### src/rtl/pip_pkg.sv
`timescale 1ns / 1ps

package pip_pkg;

    // Comparison results for one polygon edge against the query point.
    typedef struct packed {
        logic in_box;    // query lies within the edge's bounding box
        logic straddle;  // edge ends lie on opposite sides of the ray (half-open)
        logic upward;    // edge end is strictly above edge start
    } pip_edge_flags_t;

    // Number of edges examined per vertex: the incoming edge and the closing edge.
    localparam int unsigned EDGE_COUNT = 2;
    localparam int unsigned EDGE_IN    = 0;
    localparam int unsigned EDGE_CLOSE = 1;

endpackage

### src/rtl/pip_in_if.sv
`timescale 1ns / 1ps

interface pip_in_if #(
    parameter int COORD_BITS = 16
);
    logic                         valid;
    logic                         ready;
    logic signed [COORD_BITS-1:0] query_x;
    logic signed [COORD_BITS-1:0] query_y;
    logic signed [COORD_BITS-1:0] vertex_x;
    logic signed [COORD_BITS-1:0] vertex_y;
    logic                         first_vertex;
    logic                         last_vertex;

    modport source (
        output valid, query_x, query_y, vertex_x, vertex_y, first_vertex, last_vertex,
        input  ready
    );

    modport sink (
        input  valid, query_x, query_y, vertex_x, vertex_y, first_vertex, last_vertex,
        output ready
    );
endinterface

### src/rtl/pip_out_if.sv
`timescale 1ns / 1ps

interface pip_out_if;
    logic valid;
    logic ready;
    logic is_inside;
    logic on_boundary;

    modport source (
        output valid, is_inside, on_boundary,
        input  ready
    );

    modport sink (
        input  valid, is_inside, on_boundary,
        output ready
    );
endinterface

### src/rtl/point_in_polygon_ray_cast.sv
`timescale 1ns / 1ps

// Even-odd point-in-polygon test over a stream of vertices, one vertex per
// transaction, with exact integer cross products. The block accepts one vertex
// in every cycle while the output does not stall it. The result of a polygon
// passes through the operand register, the product register and then the
// result register. The query point is taken on the vertex that opens a polygon,
// and a vertex that arrives with no polygon open opens one. A point on an edge
// reports both is_inside and on_boundary. Backpressure on the output stalls only
// when the final stage holds a result that cannot move; vertices that produce no
// result keep flowing.
module point_in_polygon_ray_cast #(
    parameter int COORD_BITS = 16
) (
    input  logic      clk,
    input  logic      rst_n,
    pip_in_if.sink    in_ch,
    pip_out_if.source out_ch
);
    import pip_pkg::*;

    localparam int PW = 2 * COORD_BITS + 2;

    // Polygon context kept at the input side.
    logic                         have_prev_reg;
    logic signed [COORD_BITS-1:0] prev_x_reg;
    logic signed [COORD_BITS-1:0] prev_y_reg;
    logic signed [COORD_BITS-1:0] start_x_reg;
    logic signed [COORD_BITS-1:0] start_y_reg;
    logic signed [COORD_BITS-1:0] query_x_reg;
    logic signed [COORD_BITS-1:0] query_y_reg;

    // Operand stage.
    logic                         s1_valid_reg;
    logic                         s1_first_reg;
    logic                         s1_last_reg;
    logic signed [COORD_BITS-1:0] s1_prev_x_reg;
    logic signed [COORD_BITS-1:0] s1_prev_y_reg;
    logic signed [COORD_BITS-1:0] s1_cur_x_reg;
    logic signed [COORD_BITS-1:0] s1_cur_y_reg;
    logic signed [COORD_BITS-1:0] s1_start_x_reg;
    logic signed [COORD_BITS-1:0] s1_start_y_reg;
    logic signed [COORD_BITS-1:0] s1_q_x_reg;
    logic signed [COORD_BITS-1:0] s1_q_y_reg;

    // Product stage control.
    logic                         s2_valid_reg;
    logic                         s2_first_reg;
    logic                         s2_last_reg;

    // Result register.
    logic                         out_valid_reg;
    logic                         is_inside_reg;
    logic                         on_boundary_reg;
    logic                         out_valid_next;

    logic                         in_accept;
    logic                         open_poly;
    logic signed [COORD_BITS-1:0] start_x_next;
    logic signed [COORD_BITS-1:0] start_y_next;
    logic signed [COORD_BITS-1:0] query_x_next;
    logic signed [COORD_BITS-1:0] query_y_next;
    logic                         s2_go;
    logic                         s2_ready;
    logic                         s1_ready;
    logic                         s2_load;

    logic signed [PW-1:0]         in_prod_a;
    logic signed [PW-1:0]         in_prod_b;
    logic signed [PW-1:0]         close_prod_a;
    logic signed [PW-1:0]         close_prod_b;
    pip_edge_flags_t              in_flags;
    pip_edge_flags_t              close_flags;
    logic                         res_inside;
    logic                         res_boundary;

    // Stage handshakes: a vertex without a result never waits on the output.
    always_comb
    begin
        s2_go    = s2_valid_reg && (!s2_last_reg || !out_valid_reg || out_ch.ready);
        s2_ready = !s2_valid_reg || s2_go;
        s2_load  = s1_valid_reg && s2_ready;
        s1_ready = !s1_valid_reg || s2_ready;
    end

    assign in_ch.ready = s1_ready;
    assign in_accept   = in_ch.valid && s1_ready;

    // A vertex opens a polygon when flagged or when none is open.
    always_comb
    begin
        open_poly    = in_ch.first_vertex || !have_prev_reg;
        start_x_next = open_poly ? in_ch.vertex_x : start_x_reg;
        start_y_next = open_poly ? in_ch.vertex_y : start_y_reg;
        query_x_next = open_poly ? in_ch.query_x  : query_x_reg;
        query_y_next = open_poly ? in_ch.query_y  : query_y_reg;
    end

    always_ff @(posedge clk or negedge rst_n)
    begin
        if (!rst_n)
        begin
            have_prev_reg <= 1'b0;
            s1_valid_reg  <= 1'b0;
            s2_valid_reg  <= 1'b0;
            out_valid_reg <= 1'b0;
        end
        else
        begin
            if (in_accept)
            begin
                have_prev_reg <= !in_ch.last_vertex;
            end
            if (s1_ready)
            begin
                s1_valid_reg <= in_ch.valid;
            end
            if (s2_ready)
            begin
                s2_valid_reg <= s1_valid_reg;
            end
            out_valid_reg <= out_valid_next;
        end
    end

    // Polygon context and operand capture.
    always_ff @(posedge clk)
    begin
        if (in_accept)
        begin
            prev_x_reg     <= in_ch.vertex_x;
            prev_y_reg     <= in_ch.vertex_y;
            start_x_reg    <= start_x_next;
            start_y_reg    <= start_y_next;
            query_x_reg    <= query_x_next;
            query_y_reg    <= query_y_next;
            s1_first_reg   <= open_poly;
            s1_last_reg    <= in_ch.last_vertex;
            s1_prev_x_reg  <= prev_x_reg;
            s1_prev_y_reg  <= prev_y_reg;
            s1_cur_x_reg   <= in_ch.vertex_x;
            s1_cur_y_reg   <= in_ch.vertex_y;
            s1_start_x_reg <= start_x_next;
            s1_start_y_reg <= start_y_next;
            s1_q_x_reg     <= query_x_next;
            s1_q_y_reg     <= query_y_next;
        end
        if (s2_load)
        begin
            s2_first_reg <= s1_first_reg;
            s2_last_reg  <= s1_last_reg;
        end
    end

    // Incoming edge: previous vertex to current vertex.
    pip_edge_mul #(
        .COORD_BITS (COORD_BITS)
    ) u_edge_in (
        .clk    (clk),
        .en     (s2_load),
        .a_x    (s1_prev_x_reg),
        .a_y    (s1_prev_y_reg),
        .b_x    (s1_cur_x_reg),
        .b_y    (s1_cur_y_reg),
        .q_x    (s1_q_x_reg),
        .q_y    (s1_q_y_reg),
        .prod_a (in_prod_a),
        .prod_b (in_prod_b),
        .flags  (in_flags)
    );

    // Closing edge: current vertex back to the first vertex.
    pip_edge_mul #(
        .COORD_BITS (COORD_BITS)
    ) u_edge_close (
        .clk    (clk),
        .en     (s2_load),
        .a_x    (s1_cur_x_reg),
        .a_y    (s1_cur_y_reg),
        .b_x    (s1_start_x_reg),
        .b_y    (s1_start_y_reg),
        .q_x    (s1_q_x_reg),
        .q_y    (s1_q_y_reg),
        .prod_a (close_prod_a),
        .prod_b (close_prod_b),
        .flags  (close_flags)
    );

    pip_parity #(
        .COORD_BITS (COORD_BITS)
    ) u_parity (
        .clk          (clk),
        .rst_n        (rst_n),
        .go           (s2_go),
        .first        (s2_first_reg),
        .last         (s2_last_reg),
        .in_prod_a    (in_prod_a),
        .in_prod_b    (in_prod_b),
        .in_flags     (in_flags),
        .close_prod_a (close_prod_a),
        .close_prod_b (close_prod_b),
        .close_flags  (close_flags),
        .res_inside   (res_inside),
        .res_boundary (res_boundary)
    );

    // Result register loads on a closing vertex and drains on an output transaction.
    always_comb
    begin
        if (s2_go && s2_last_reg)
        begin
            out_valid_next = 1'b1;
        end
        else if (out_ch.ready)
        begin
            out_valid_next = 1'b0;
        end
        else
        begin
            out_valid_next = out_valid_reg;
        end
    end

    always_ff @(posedge clk)
    begin
        if (s2_go && s2_last_reg)
        begin
            is_inside_reg   <= res_inside;
            on_boundary_reg <= res_boundary;
        end
    end

    assign out_ch.valid       = out_valid_reg;
    assign out_ch.is_inside   = is_inside_reg;
    assign out_ch.on_boundary = on_boundary_reg;

    // A boundary point always reports inside.
    a_boundary_inside: assert property (@(posedge clk) disable iff (!rst_n)
        out_ch.valid |-> (!out_ch.on_boundary || out_ch.is_inside))
        else $error("on_boundary without is_inside");

    // A closing vertex leaves no polygon open.
    a_close_poly: assert property (@(posedge clk) disable iff (!rst_n)
        (in_ch.valid && in_ch.ready && in_ch.last_vertex) |=> !have_prev_reg)
        else $error("polygon still open after last vertex");

    // A product-stage item that cannot move stays in place.
    a_s2_hold: assert property (@(posedge clk) disable iff (!rst_n)
        (s2_valid_reg && !s2_go) |=> (s2_valid_reg && $stable(s2_last_reg)))
        else $error("stalled product stage item lost");
endmodule

### src/rtl/pip_edge_mul.sv
`timescale 1ns / 1ps

module pip_edge_mul #(
    parameter int COORD_BITS = 16
) (
    input  logic                             clk,
    input  logic                             en,
    input  logic signed [COORD_BITS-1:0]     a_x,
    input  logic signed [COORD_BITS-1:0]     a_y,
    input  logic signed [COORD_BITS-1:0]     b_x,
    input  logic signed [COORD_BITS-1:0]     b_y,
    input  logic signed [COORD_BITS-1:0]     q_x,
    input  logic signed [COORD_BITS-1:0]     q_y,
    output logic signed [2*COORD_BITS+1:0]   prod_a,
    output logic signed [2*COORD_BITS+1:0]   prod_b,
    output pip_pkg::pip_edge_flags_t         flags
);
    import pip_pkg::*;

    localparam int DW = COORD_BITS + 1;
    localparam int PW = 2 * COORD_BITS + 2;

    logic signed [DW-1:0]   edge_dx;
    logic signed [DW-1:0]   edge_dy;
    logic signed [DW-1:0]   q_dx;
    logic signed [DW-1:0]   q_dy;
    logic signed [PW-1:0]   prod_a_next;
    logic signed [PW-1:0]   prod_b_next;
    pip_edge_flags_t        flags_next;
    logic signed [PW-1:0]   prod_a_reg;
    logic signed [PW-1:0]   prod_b_reg;
    pip_edge_flags_t        flags_reg;

    // Differences are one bit wider than the coordinates, so they never overflow.
    always_comb
    begin
        edge_dx = DW'(b_x) - DW'(a_x);
        edge_dy = DW'(b_y) - DW'(a_y);
        q_dx    = DW'(q_x) - DW'(a_x);
        q_dy    = DW'(q_y) - DW'(a_y);
    end

    // The two partial products of the cross product (b - a) x (q - a).
    always_comb
    begin
        prod_a_next = PW'(edge_dx * q_dy);
        prod_b_next = PW'(edge_dy * q_dx);
    end

    // Bounding box and ray straddle tests on the raw coordinates.
    always_comb
    begin
        flags_next.in_box   = (((q_x >= a_x) && (q_x <= b_x)) || ((q_x >= b_x) && (q_x <= a_x)))
                           && (((q_y >= a_y) && (q_y <= b_y)) || ((q_y >= b_y) && (q_y <= a_y)));
        flags_next.straddle = (a_y >= q_y) != (b_y >= q_y);
        flags_next.upward   = b_y > a_y;
    end

    always_ff @(posedge clk)
    begin
        if (en)
        begin
            prod_a_reg <= prod_a_next;
            prod_b_reg <= prod_b_next;
            flags_reg  <= flags_next;
        end
    end

    assign prod_a = prod_a_reg;
    assign prod_b = prod_b_reg;
    assign flags  = flags_reg;
endmodule

### src/rtl/pip_parity.sv
`timescale 1ns / 1ps

module pip_parity #(
    parameter int COORD_BITS = 16
) (
    input  logic                             clk,
    input  logic                             rst_n,
    input  logic                             go,
    input  logic                             first,
    input  logic                             last,
    input  logic signed [2*COORD_BITS+1:0]   in_prod_a,
    input  logic signed [2*COORD_BITS+1:0]   in_prod_b,
    input  pip_pkg::pip_edge_flags_t         in_flags,
    input  logic signed [2*COORD_BITS+1:0]   close_prod_a,
    input  logic signed [2*COORD_BITS+1:0]   close_prod_b,
    input  pip_pkg::pip_edge_flags_t         close_flags,
    output logic                             res_inside,
    output logic                             res_boundary
);
    import pip_pkg::*;

    localparam int CW = 2 * COORD_BITS + 3;

    logic signed [CW-1:0]       cross_val [EDGE_COUNT];
    pip_edge_flags_t            edge_flags [EDGE_COUNT];
    logic [EDGE_COUNT-1:0]      edge_use;
    logic [EDGE_COUNT-1:0]      edge_on;
    logic [EDGE_COUNT-1:0]      edge_flip;
    logic                       cross_parity_reg;
    logic                       edge_hit_reg;
    logic                       cross_parity_next;
    logic                       edge_hit_next;
    logic                       base_parity;
    logic                       base_hit;

    // The incoming edge exists unless this vertex opens a polygon; the closing
    // edge is tested only on the last vertex.
    always_comb
    begin
        cross_val[EDGE_IN]     = CW'(in_prod_a) - CW'(in_prod_b);
        cross_val[EDGE_CLOSE]  = CW'(close_prod_a) - CW'(close_prod_b);
        edge_flags[EDGE_IN]    = in_flags;
        edge_flags[EDGE_CLOSE] = close_flags;
        edge_use[EDGE_IN]      = !first;
        edge_use[EDGE_CLOSE]   = last;
    end

    // Per edge: on-edge when collinear and inside the box; a crossing when the
    // query lies strictly left of the edge oriented upward.
    always_comb
    begin
        for (int i = 0; i < EDGE_COUNT; i++)
        begin
            edge_on[i]   = edge_use[i] && (cross_val[i] == '0) && edge_flags[i].in_box;
            edge_flip[i] = edge_use[i] && edge_flags[i].straddle
                        && (edge_flags[i].upward ? (!cross_val[i][CW-1] && (cross_val[i] != '0))
                                                 : cross_val[i][CW-1]);
        end
    end

    // A new polygon starts from cleared parity and edge flag.
    always_comb
    begin
        base_parity       = first ? 1'b0 : cross_parity_reg;
        base_hit          = first ? 1'b0 : edge_hit_reg;
        cross_parity_next = base_parity ^ (^edge_flip);
        edge_hit_next     = base_hit | (|edge_on);
    end

    always_ff @(posedge clk or negedge rst_n)
    begin
        if (!rst_n)
        begin
            cross_parity_reg <= 1'b0;
            edge_hit_reg     <= 1'b0;
        end
        else if (go)
        begin
            cross_parity_reg <= cross_parity_next;
            edge_hit_reg     <= edge_hit_next;
        end
    end

    assign res_inside   = cross_parity_next | edge_hit_next;
    assign res_boundary = edge_hit_next;
endmodule

### src/flat_wrapper.sv
// flat-port wrapper written by rule: the top's interface ports become plain ports
module point_in_polygon_ray_cast_flat import pip_pkg::*;
#(
    parameter int COORD_BITS = 16
)
  (clk, rst_n, in_ch_valid, in_ch_query_x, in_ch_query_y, in_ch_vertex_x, in_ch_vertex_y, in_ch_first_vertex, in_ch_last_vertex, in_ch_ready, out_ch_valid, out_ch_is_inside, out_ch_on_boundary, out_ch_ready);
  pip_in_if #(.COORD_BITS(COORD_BITS)) in_ch_i ();
  pip_out_if out_ch_i ();
  input  logic clk;
  input  logic rst_n;
  input wire logic [$bits(in_ch_i.valid)-1:0] in_ch_valid;
  input wire logic [$bits(in_ch_i.query_x)-1:0] in_ch_query_x;
  input wire logic [$bits(in_ch_i.query_y)-1:0] in_ch_query_y;
  input wire logic [$bits(in_ch_i.vertex_x)-1:0] in_ch_vertex_x;
  input wire logic [$bits(in_ch_i.vertex_y)-1:0] in_ch_vertex_y;
  input wire logic [$bits(in_ch_i.first_vertex)-1:0] in_ch_first_vertex;
  input wire logic [$bits(in_ch_i.last_vertex)-1:0] in_ch_last_vertex;
  output wire logic [$bits(in_ch_i.ready)-1:0] in_ch_ready;
  output wire logic [$bits(out_ch_i.valid)-1:0] out_ch_valid;
  output wire logic [$bits(out_ch_i.is_inside)-1:0] out_ch_is_inside;
  output wire logic [$bits(out_ch_i.on_boundary)-1:0] out_ch_on_boundary;
  input wire logic [$bits(out_ch_i.ready)-1:0] out_ch_ready;
  assign in_ch_i.valid = in_ch_valid;
  assign in_ch_i.query_x = in_ch_query_x;
  assign in_ch_i.query_y = in_ch_query_y;
  assign in_ch_i.vertex_x = in_ch_vertex_x;
  assign in_ch_i.vertex_y = in_ch_vertex_y;
  assign in_ch_i.first_vertex = in_ch_first_vertex;
  assign in_ch_i.last_vertex = in_ch_last_vertex;
  assign in_ch_ready = in_ch_i.ready;
  assign out_ch_valid = out_ch_i.valid;
  assign out_ch_is_inside = out_ch_i.is_inside;
  assign out_ch_on_boundary = out_ch_i.on_boundary;
  assign out_ch_i.ready = out_ch_ready;
  point_in_polygon_ray_cast #(.COORD_BITS(COORD_BITS)) u_core (.clk(clk), .rst_n(rst_n), .in_ch(in_ch_i), .out_ch(out_ch_i));
endmodule
### config.mk
export PLATFORM = sky130hd
export DESIGN_NAME = point_in_polygon_ray_cast_flat
export DESIGN_NICKNAME = d
export VERILOG_FILES = /design/src/rtl/pip_pkg.sv /design/src/rtl/pip_in_if.sv /design/src/rtl/pip_out_if.sv /design/src/rtl/point_in_polygon_ray_cast.sv /design/src/rtl/pip_edge_mul.sv /design/src/rtl/pip_parity.sv /design/src/flat_wrapper.sv
export SDC_FILE = /design/constraint.sdc
export NUM_CORES = 2
export LEC_CHECK = 0
export BUFFER_PORTS_ARGS = -buffer_cell sky130_fd_sc_hd__buf_2
export CORE_MARGIN = 2
export CORE_UTILIZATION = 44
export CTS_CLUSTER_DIAMETER = 120
export DETAILED_ROUTE_END_ITERATION = 10
export HOLD_SLACK_MARGIN = 0.02
export SYNTH_ARGS = -nofsm -noshare
export SYNTH_HDL_FRONTEND = slang
export SYNTH_SLANG_ARGS = --single-unit
export TNS_END_PERCENT = 30
### constraint.sdc
create_clock -name clk -period 13.3 [get_ports clk]
set_input_delay 1.33 -clock clk [delete_from_list [all_inputs] [get_ports clk]]
set_output_delay 1.33 -clock clk [all_outputs]
set_load 0.02 [all_outputs]
; ---- Word level (Yosys, flattened, before mapping)
; Index checks and enable logic that the tools add are counted.
[op_classes]
eq_ne = 2
addsub = 10
n_mul = 4
n_reduce_logical = 50
n_mux = 10
magnitude_cmp = 17
bitwise = 3
[op_table]
columns = operator, n
row1 = $ge A16 B16 Y1, 9
row2 = $mul A17 B17 Y34, 4
row3 = $sub A16 B16 Y17, 8
row4 = $le A16 B16 Y1, 6
row5 = $logic_not A35 Y1, 2
row6 = $reduce_bool A35 Y1, 2
row7 = $sub A34 B34 Y35, 2
row8 = $mux W16, 4
row9 = $gt A16 B16 Y1, 2
row10 = $logic_and A1 B1 Y1, 24
row11 = $logic_not A1 Y1, 9
row12 = $logic_or A1 B1 Y1, 9
row13 = $mux W1, 6
row14 = $ne A1 B1 Y1, 2
row15 = $or A1 B1 Y1, 2
row16 = $reduce_and A2 Y1, 1
row17 = $reduce_bool A2 Y1, 1
row18 = $reduce_or A2 Y1, 1
row19 = $reduce_xor A2 Y1, 1
row20 = $xor A1 B1 Y1, 1
[word_totals]
wordCells = 126
register_bits = 282
output_inout_bits = 4
input_bits = 70

; ---- Depth between registers and ports, before layout
[depth]
word_depth = 8
ltp_mapped = 40
mapped_depth_nobuf = 40

; ---- Cells and area by module
; Synthesis repeated with hierarchy kept, for this count alone.
[unflattened]
cells_unflattened = 7042
area_unflattened_um2 = 64858.5
[modules_own_cells]
columns = module, cells_each, seq_area_each_um2, area_per_inst_um2, n_inst
row1 = pip_edge_mul (u_core.u_edge_close), 3060, 2132.0, 27858.0, 1
row2 = pip_edge_mul (u_core.u_edge_in), 3037, 2132.0, 27662.8, 1
row3 = pip_parity, 790, 50.0, 5083.6, 1
row4 = point_in_polygon_ray_cast, 155, 4124.0, 4254.1, 1

; ---- Worst setup path before layout
; No wires, ideal clock.
[synth_timing]
path_kind = register to register
startpoint = reg u_core.s1_cur_x_reg[0]
endpoint = reg u_core.u_edge_in.prod_a_reg[33], in the netlist u_core.u_edge_in.prod_a[33], data pin
path_buffers = 0
path_slack_ns = 4.312
arrival_ns = 8.728
setup_time_ns = 0.260
stages_incl_launch_ff = 40
synth_period_minus_slack_ns = 8.988
required_ns = 13.040
path_cell_list = edfxtp_1 -> inv_1 -> ha_1 -> inv_1 -> fa_1 -> a21o_1 -> a21oi_1 -> o21ai_0 -> a21oi_1 -> o21ai_0 -> a21oi_1 -> o211ai_1 -> a31oi_1 -> nor2b_1 -> nor2_1 -> xnor2_1 -> nand2_1 -> fa_1 -> [... 4 more ...] -> inv_1 -> fa_1 -> fa_1 -> inv_1 -> fa_1 -> inv_1 -> ha_1 -> a21o_1 -> a21o_1 -> a21oi_1 -> o2111ai_1 -> nand2_1 -> o211ai_1 -> o41a_1 -> a211oi_1 -> o21ai_0 -> a21oi_1 -> xnor2_1
[synth_between]
elab_chain_len = 2
[synth_rtl]
columns = element, line_no
row1 = "start, declared", point_in_polygon_ray_cast.sv:39  ; logic signed [COORD_BITS-1:0] s1_cur_x_reg;
row2 = "start signal, assigned", point_in_polygon_ray_cast.sv:141  ; s1_cur_x_reg <= in_ch.vertex_x;
row3 = $sub A16 B16 Y17, pip_edge_mul.sv:37  ; edge_dx = DW'(b_x) - DW'(a_x);
row4 = $mul A17 B17 Y34, pip_edge_mul.sv:46  ; prod_a_next = PW'(edge_dx * q_dy);
row5 = via u_core.u_edge_in.prod_a_next[33], pip_edge_mul.sv:27  ; logic signed [PW-1:0] prod_a_next;
row6 = "end signal, assigned", pip_edge_mul.sv:63  ; prod_a_reg <= prod_a_next;
row7 = "end, declared", pip_edge_mul.sv:30  ; logic signed [PW-1:0] prod_a_reg;
; The timed path passes the listed nets, and every way through them passes these cells.
; A chain may end at the register's enable or synchronous reset.

; ---- Final worst setup path
[layout_timing]
startpoint = reg u_core.s1_prev_x_reg[0]
endpoint = reg u_core.u_edge_in.prod_b_reg[33], in the netlist u_core.u_edge_in.prod_b[33], data pin
[layout_between]
elab_chain_len = 2
[layout_rtl]
columns = element, line_no
row1 = "start, declared", point_in_polygon_ray_cast.sv:37  ; logic signed [COORD_BITS-1:0] s1_prev_x_reg;
row2 = "start signal, assigned", point_in_polygon_ray_cast.sv:139  ; s1_prev_x_reg <= prev_x_reg;
row3 = $sub A16 B16 Y17, pip_edge_mul.sv:39  ; q_dx = DW'(q_x) - DW'(a_x);
row4 = $mul A17 B17 Y34, pip_edge_mul.sv:47  ; prod_b_next = PW'(edge_dy * q_dx);
row5 = via u_core.u_edge_in.prod_b_next[33], pip_edge_mul.sv:28  ; logic signed [PW-1:0] prod_b_next;
row6 = "end signal, assigned", pip_edge_mul.sv:64  ; prod_b_reg <= prod_b_next;
row7 = "end, declared", pip_edge_mul.sv:31  ; logic signed [PW-1:0] prod_b_reg;
; The timed path passes the listed nets, and every way through them passes these cells.

==> summary.md <==
| Metric | Value |
|---|---|
| Synthesized cell area | `0.0629 mm²` |
| Clk slew on worst S/H paths | `60 ps` |
| Fill cell count | `13600` |
| Worst r2r path cells | `33` |
| Post-Route WL | `188 mm` |
| Final Max Slew Viols | `0` |
| Placed Instances | `8772` |
| Status | `finished, final reports clean` |
| First-pass GRT wire length | `295 mm` |
| Number of port buffers | `73` |
| Most frequent cells in the layout | `1496 x inv_1, 1194 x fa_1, 769 x nand2_1, 635 x nor2_1, 570 x ha_1` |
| First-pass DRT Iterations | `6` |
| Gr ovfl total | `0` |
| Startpoint class of the critical path | `flop` |
| Routed len/inst | `21.2 µm` |
| Final setup vio count | `0` |
| CTS resizes | `0` |
| Max-cap violations | `0` |
| Hold depth | `0` |
| Post-synth ARST share | `2.13%` |
| CP max FO | `7` |
| Slew headroom | `16.7%` |
| Register area | `0.00844 mm²` |
| Worst setup EP type | `flop` |
| Core area | `0.142 mm²` |
| F_max | `92.2 MHz` |
| Total track usage | `26.4%` |
| Most used DFF post-synth | `edfxtp_1` |
| RSZ-0062 raised after global routing | `false` |
| CP max-delay cell | `xor2_1` |
| Final Cycle Share | `81.5%` |
| Synth Warn # | `0` |
| Minimum clock period | `10840 ps` |
| EDFF count, synth | `276` |
| Initial drt markers | `3493` |
| Most used cell along the critical path | `fa_1` |
| Clk sink count | `282` |
| Crit path required time | `13720 ps` |
| Die Wd | `382 µm` |
| Slew @ Worst Pin | `1240 ps` |
| Vias in the first global route | `50300` |
| P&R area growth vs syn | `7.18%` |
| Cells after synthesis | `6837` |
| Register area share after synthesis | `13.4%` |
| Die area | `0.146 mm²` |
| H-tree depth | `2` |
| Yosys reg bits | `282` |
| Post-Syn Nets | `8671` |
| Area of the multi-input gates | `0.0483 mm²` |
| Drt drc | `0` |
| Final Hold Viols | `0` |
| Site Rows | `138` |
| Post CTS Setup Buffer Count | `0` |
| Starting Density | `44.4%` |
| CTS Buf Count | `38` |
| Post-synth cell types | `101` |
| Die Ht | `382 µm` |
| Fraction of layout cells with a size suffix above 1 | `5.44%` |
| Initial antenna violation count | `8` |
| Worst stage delay on the critical path | `830 ps` |
| Worst-case clock buffer depth | `3` |
| Clock Latency Late Sink | `600 ps` |
| Setup_tns | `0 ps` |
| Clock tree from TritonCTS | `yes` |
| Via Count | `47400` |
| WP data arrival | `11260 ps` |
| Clock root buffer | `clkbuf_16` |
| Post-route insts no fill | `8841` |
| Min-delay worst type | `reg -> reg` |
| Largest net degree at the start of global routing | `70` |
| Clock skew | `27.7 ps` |
| GP Congestion | `0.933` |
| Top Ports | `74` |
| CTS Hold Bufs | `0` |
| Nets | `8756` |
| Vias/cell | `5.37` |
| Mean post-synth cell area | `9.20 µm²` |
| Commonest non-fill, non-tap cell in the layout | `inv_1` |
| Crit Path Category | `reg -> reg` |
| Routed Antenna Nets | `0` |
| Hpwl dp | `158 mm` |
[routing by layer]
metal  part of all wire (%)  global-route usage (%)
met1                     42                    35.2
met2                     46                    42.6
met3                    7.8                    5.09
met4                    4.3                    10.0
met5                  0.021                       0
[cell type report]
cell class	instances	area share, %
antenna	2	0.00743
clock buffer	39	1.45
clock inverter	28	0.570
inverter	1499	8.35
multi-input combinational	4900	71.6
sequential	282	12.5
tap	1890	3.51
timing repair buffer	201	1.97
[through the flow]
| step | utilization, % | hold WS, ps | setup slack [ps] | area [µm²] |
|---|---|---|---|---|
| 2_1_floorplan | - | 400 | 4310 | 62900 |
| 3_3_place_gp | 46.6 | 404 | 2690 | 66000 |
| 3_5_place_dp | 46.6 | 406 | 2640 | 66000 |
| 4_1_cts | 47.5 | 419 | 2610 | 67400 |
| 5_1_grt | 47.5 | 426 | 1880 | 67400 |
| 6_report | 47.5 | 420 | 2460 | 67400 |
[critical path: cells and delay by family (launching register included)]
family / cells / cell delay (ps)
buf+inv: 2 / 100
simple gates: 5 / 630
fa+ha+maj: 9 / 4100
compound gates: 16 / 4570
xor+xnor: 1 / 830
flops: 1 / 400
[cells by family (layout without fill, tap and decap cells)]
group | after synthesis | in the layout | share of synthesized area, %
AND/OR/NAND/NOR | 2017 | 2017 | 14.3
adder cells (fa/ha/maj) | 1764 | 1764 | 49.3
buffers and inverters | 1655 | 1767 | 9.99
AO/OA/AOI/OAI | 808 | 808 | 8.55
XOR/XNOR | 298 | 298 | 4.16
flip-flops | 282 | 282 | 13.4
multiplexers | 13 | 13 | 0.211
other | 0 | 2 | 0
[worst paths after layout]
| check | startpoint | endpoint | slack (ps) |
|---|---|---|---|
| setup reg to reg | u_core.s1_prev_x_reg[0] | u_core.u_edge_in.prod_b[33] | 2460 |
| max in group asynchronous | rst_n | u_core.u_parity.edge_hit_reg | 12590 |
| setup / recovery | u_core.s1_prev_x_reg[0] | u_core.u_edge_in.prod_b[33] | 2460 |
| min in group asynchronous | rst_n | u_core.have_prev_reg | 550 |
| hold / removal | u_core.s1_last_reg | u_core.s2_last_reg | 420 |
| hold reg to reg | u_core.s1_last_reg | u_core.s2_last_reg | 420 |
[cell usage after synthesis (all sizes together) (10+ instances only)]
| cell | n | share of area (%) |
|---|---|---|
| mux2i | 11 | 0.18 |
| a21boi | 31 | 0.37 |
| a31oi | 34 | 0.35 |
| nor4 | 11 | 0.11 |
| a21o | 84 | 1.0 |
| and3 | 26 | 0.26 |
| o21ai | 174 | 1.4 |
| or2 | 50 | 0.50 |
| a211o | 10 | 0.14 |
| o2111ai | 14 | 0.20 |
| fa | 1194 | 38 |
| xnor2 | 219 | 3.1 |
| o211ai | 21 | 0.25 |
| o31ai | 11 | 0.15 |
| nand2b | 88 | 0.88 |
| or3 | 23 | 0.23 |
| a211oi | 30 | 0.39 |
| clkbuf | 129 | 0.79 |
| nor2b | 97 | 0.96 |
| o311ai | 10 | 0.17 |
| inv | 1497 | 8.9 |
| o21bai | 20 | 0.24 |
| nand3 | 53 | 0.42 |
| edfxtp | 276 | 13 |
| ha | 570 | 11 |
| nor2 | 638 | 3.8 |
| nor3 | 100 | 0.80 |
| and2 | 70 | 0.70 |
| xor2 | 79 | 1.1 |
| a21oi | 214 | 1.7 |
| nand2 | 769 | 4.6 |
| buf | 27 | 0.26 |
| nand4 | 53 | 0.53 |
| o21a | 49 | 0.58 |
| a2111oi | 10 | 0.15 |
Power is left out: the tool's default activity adds up to more than one toggle a clock period on the data nets, which glitch-free logic cannot reach.
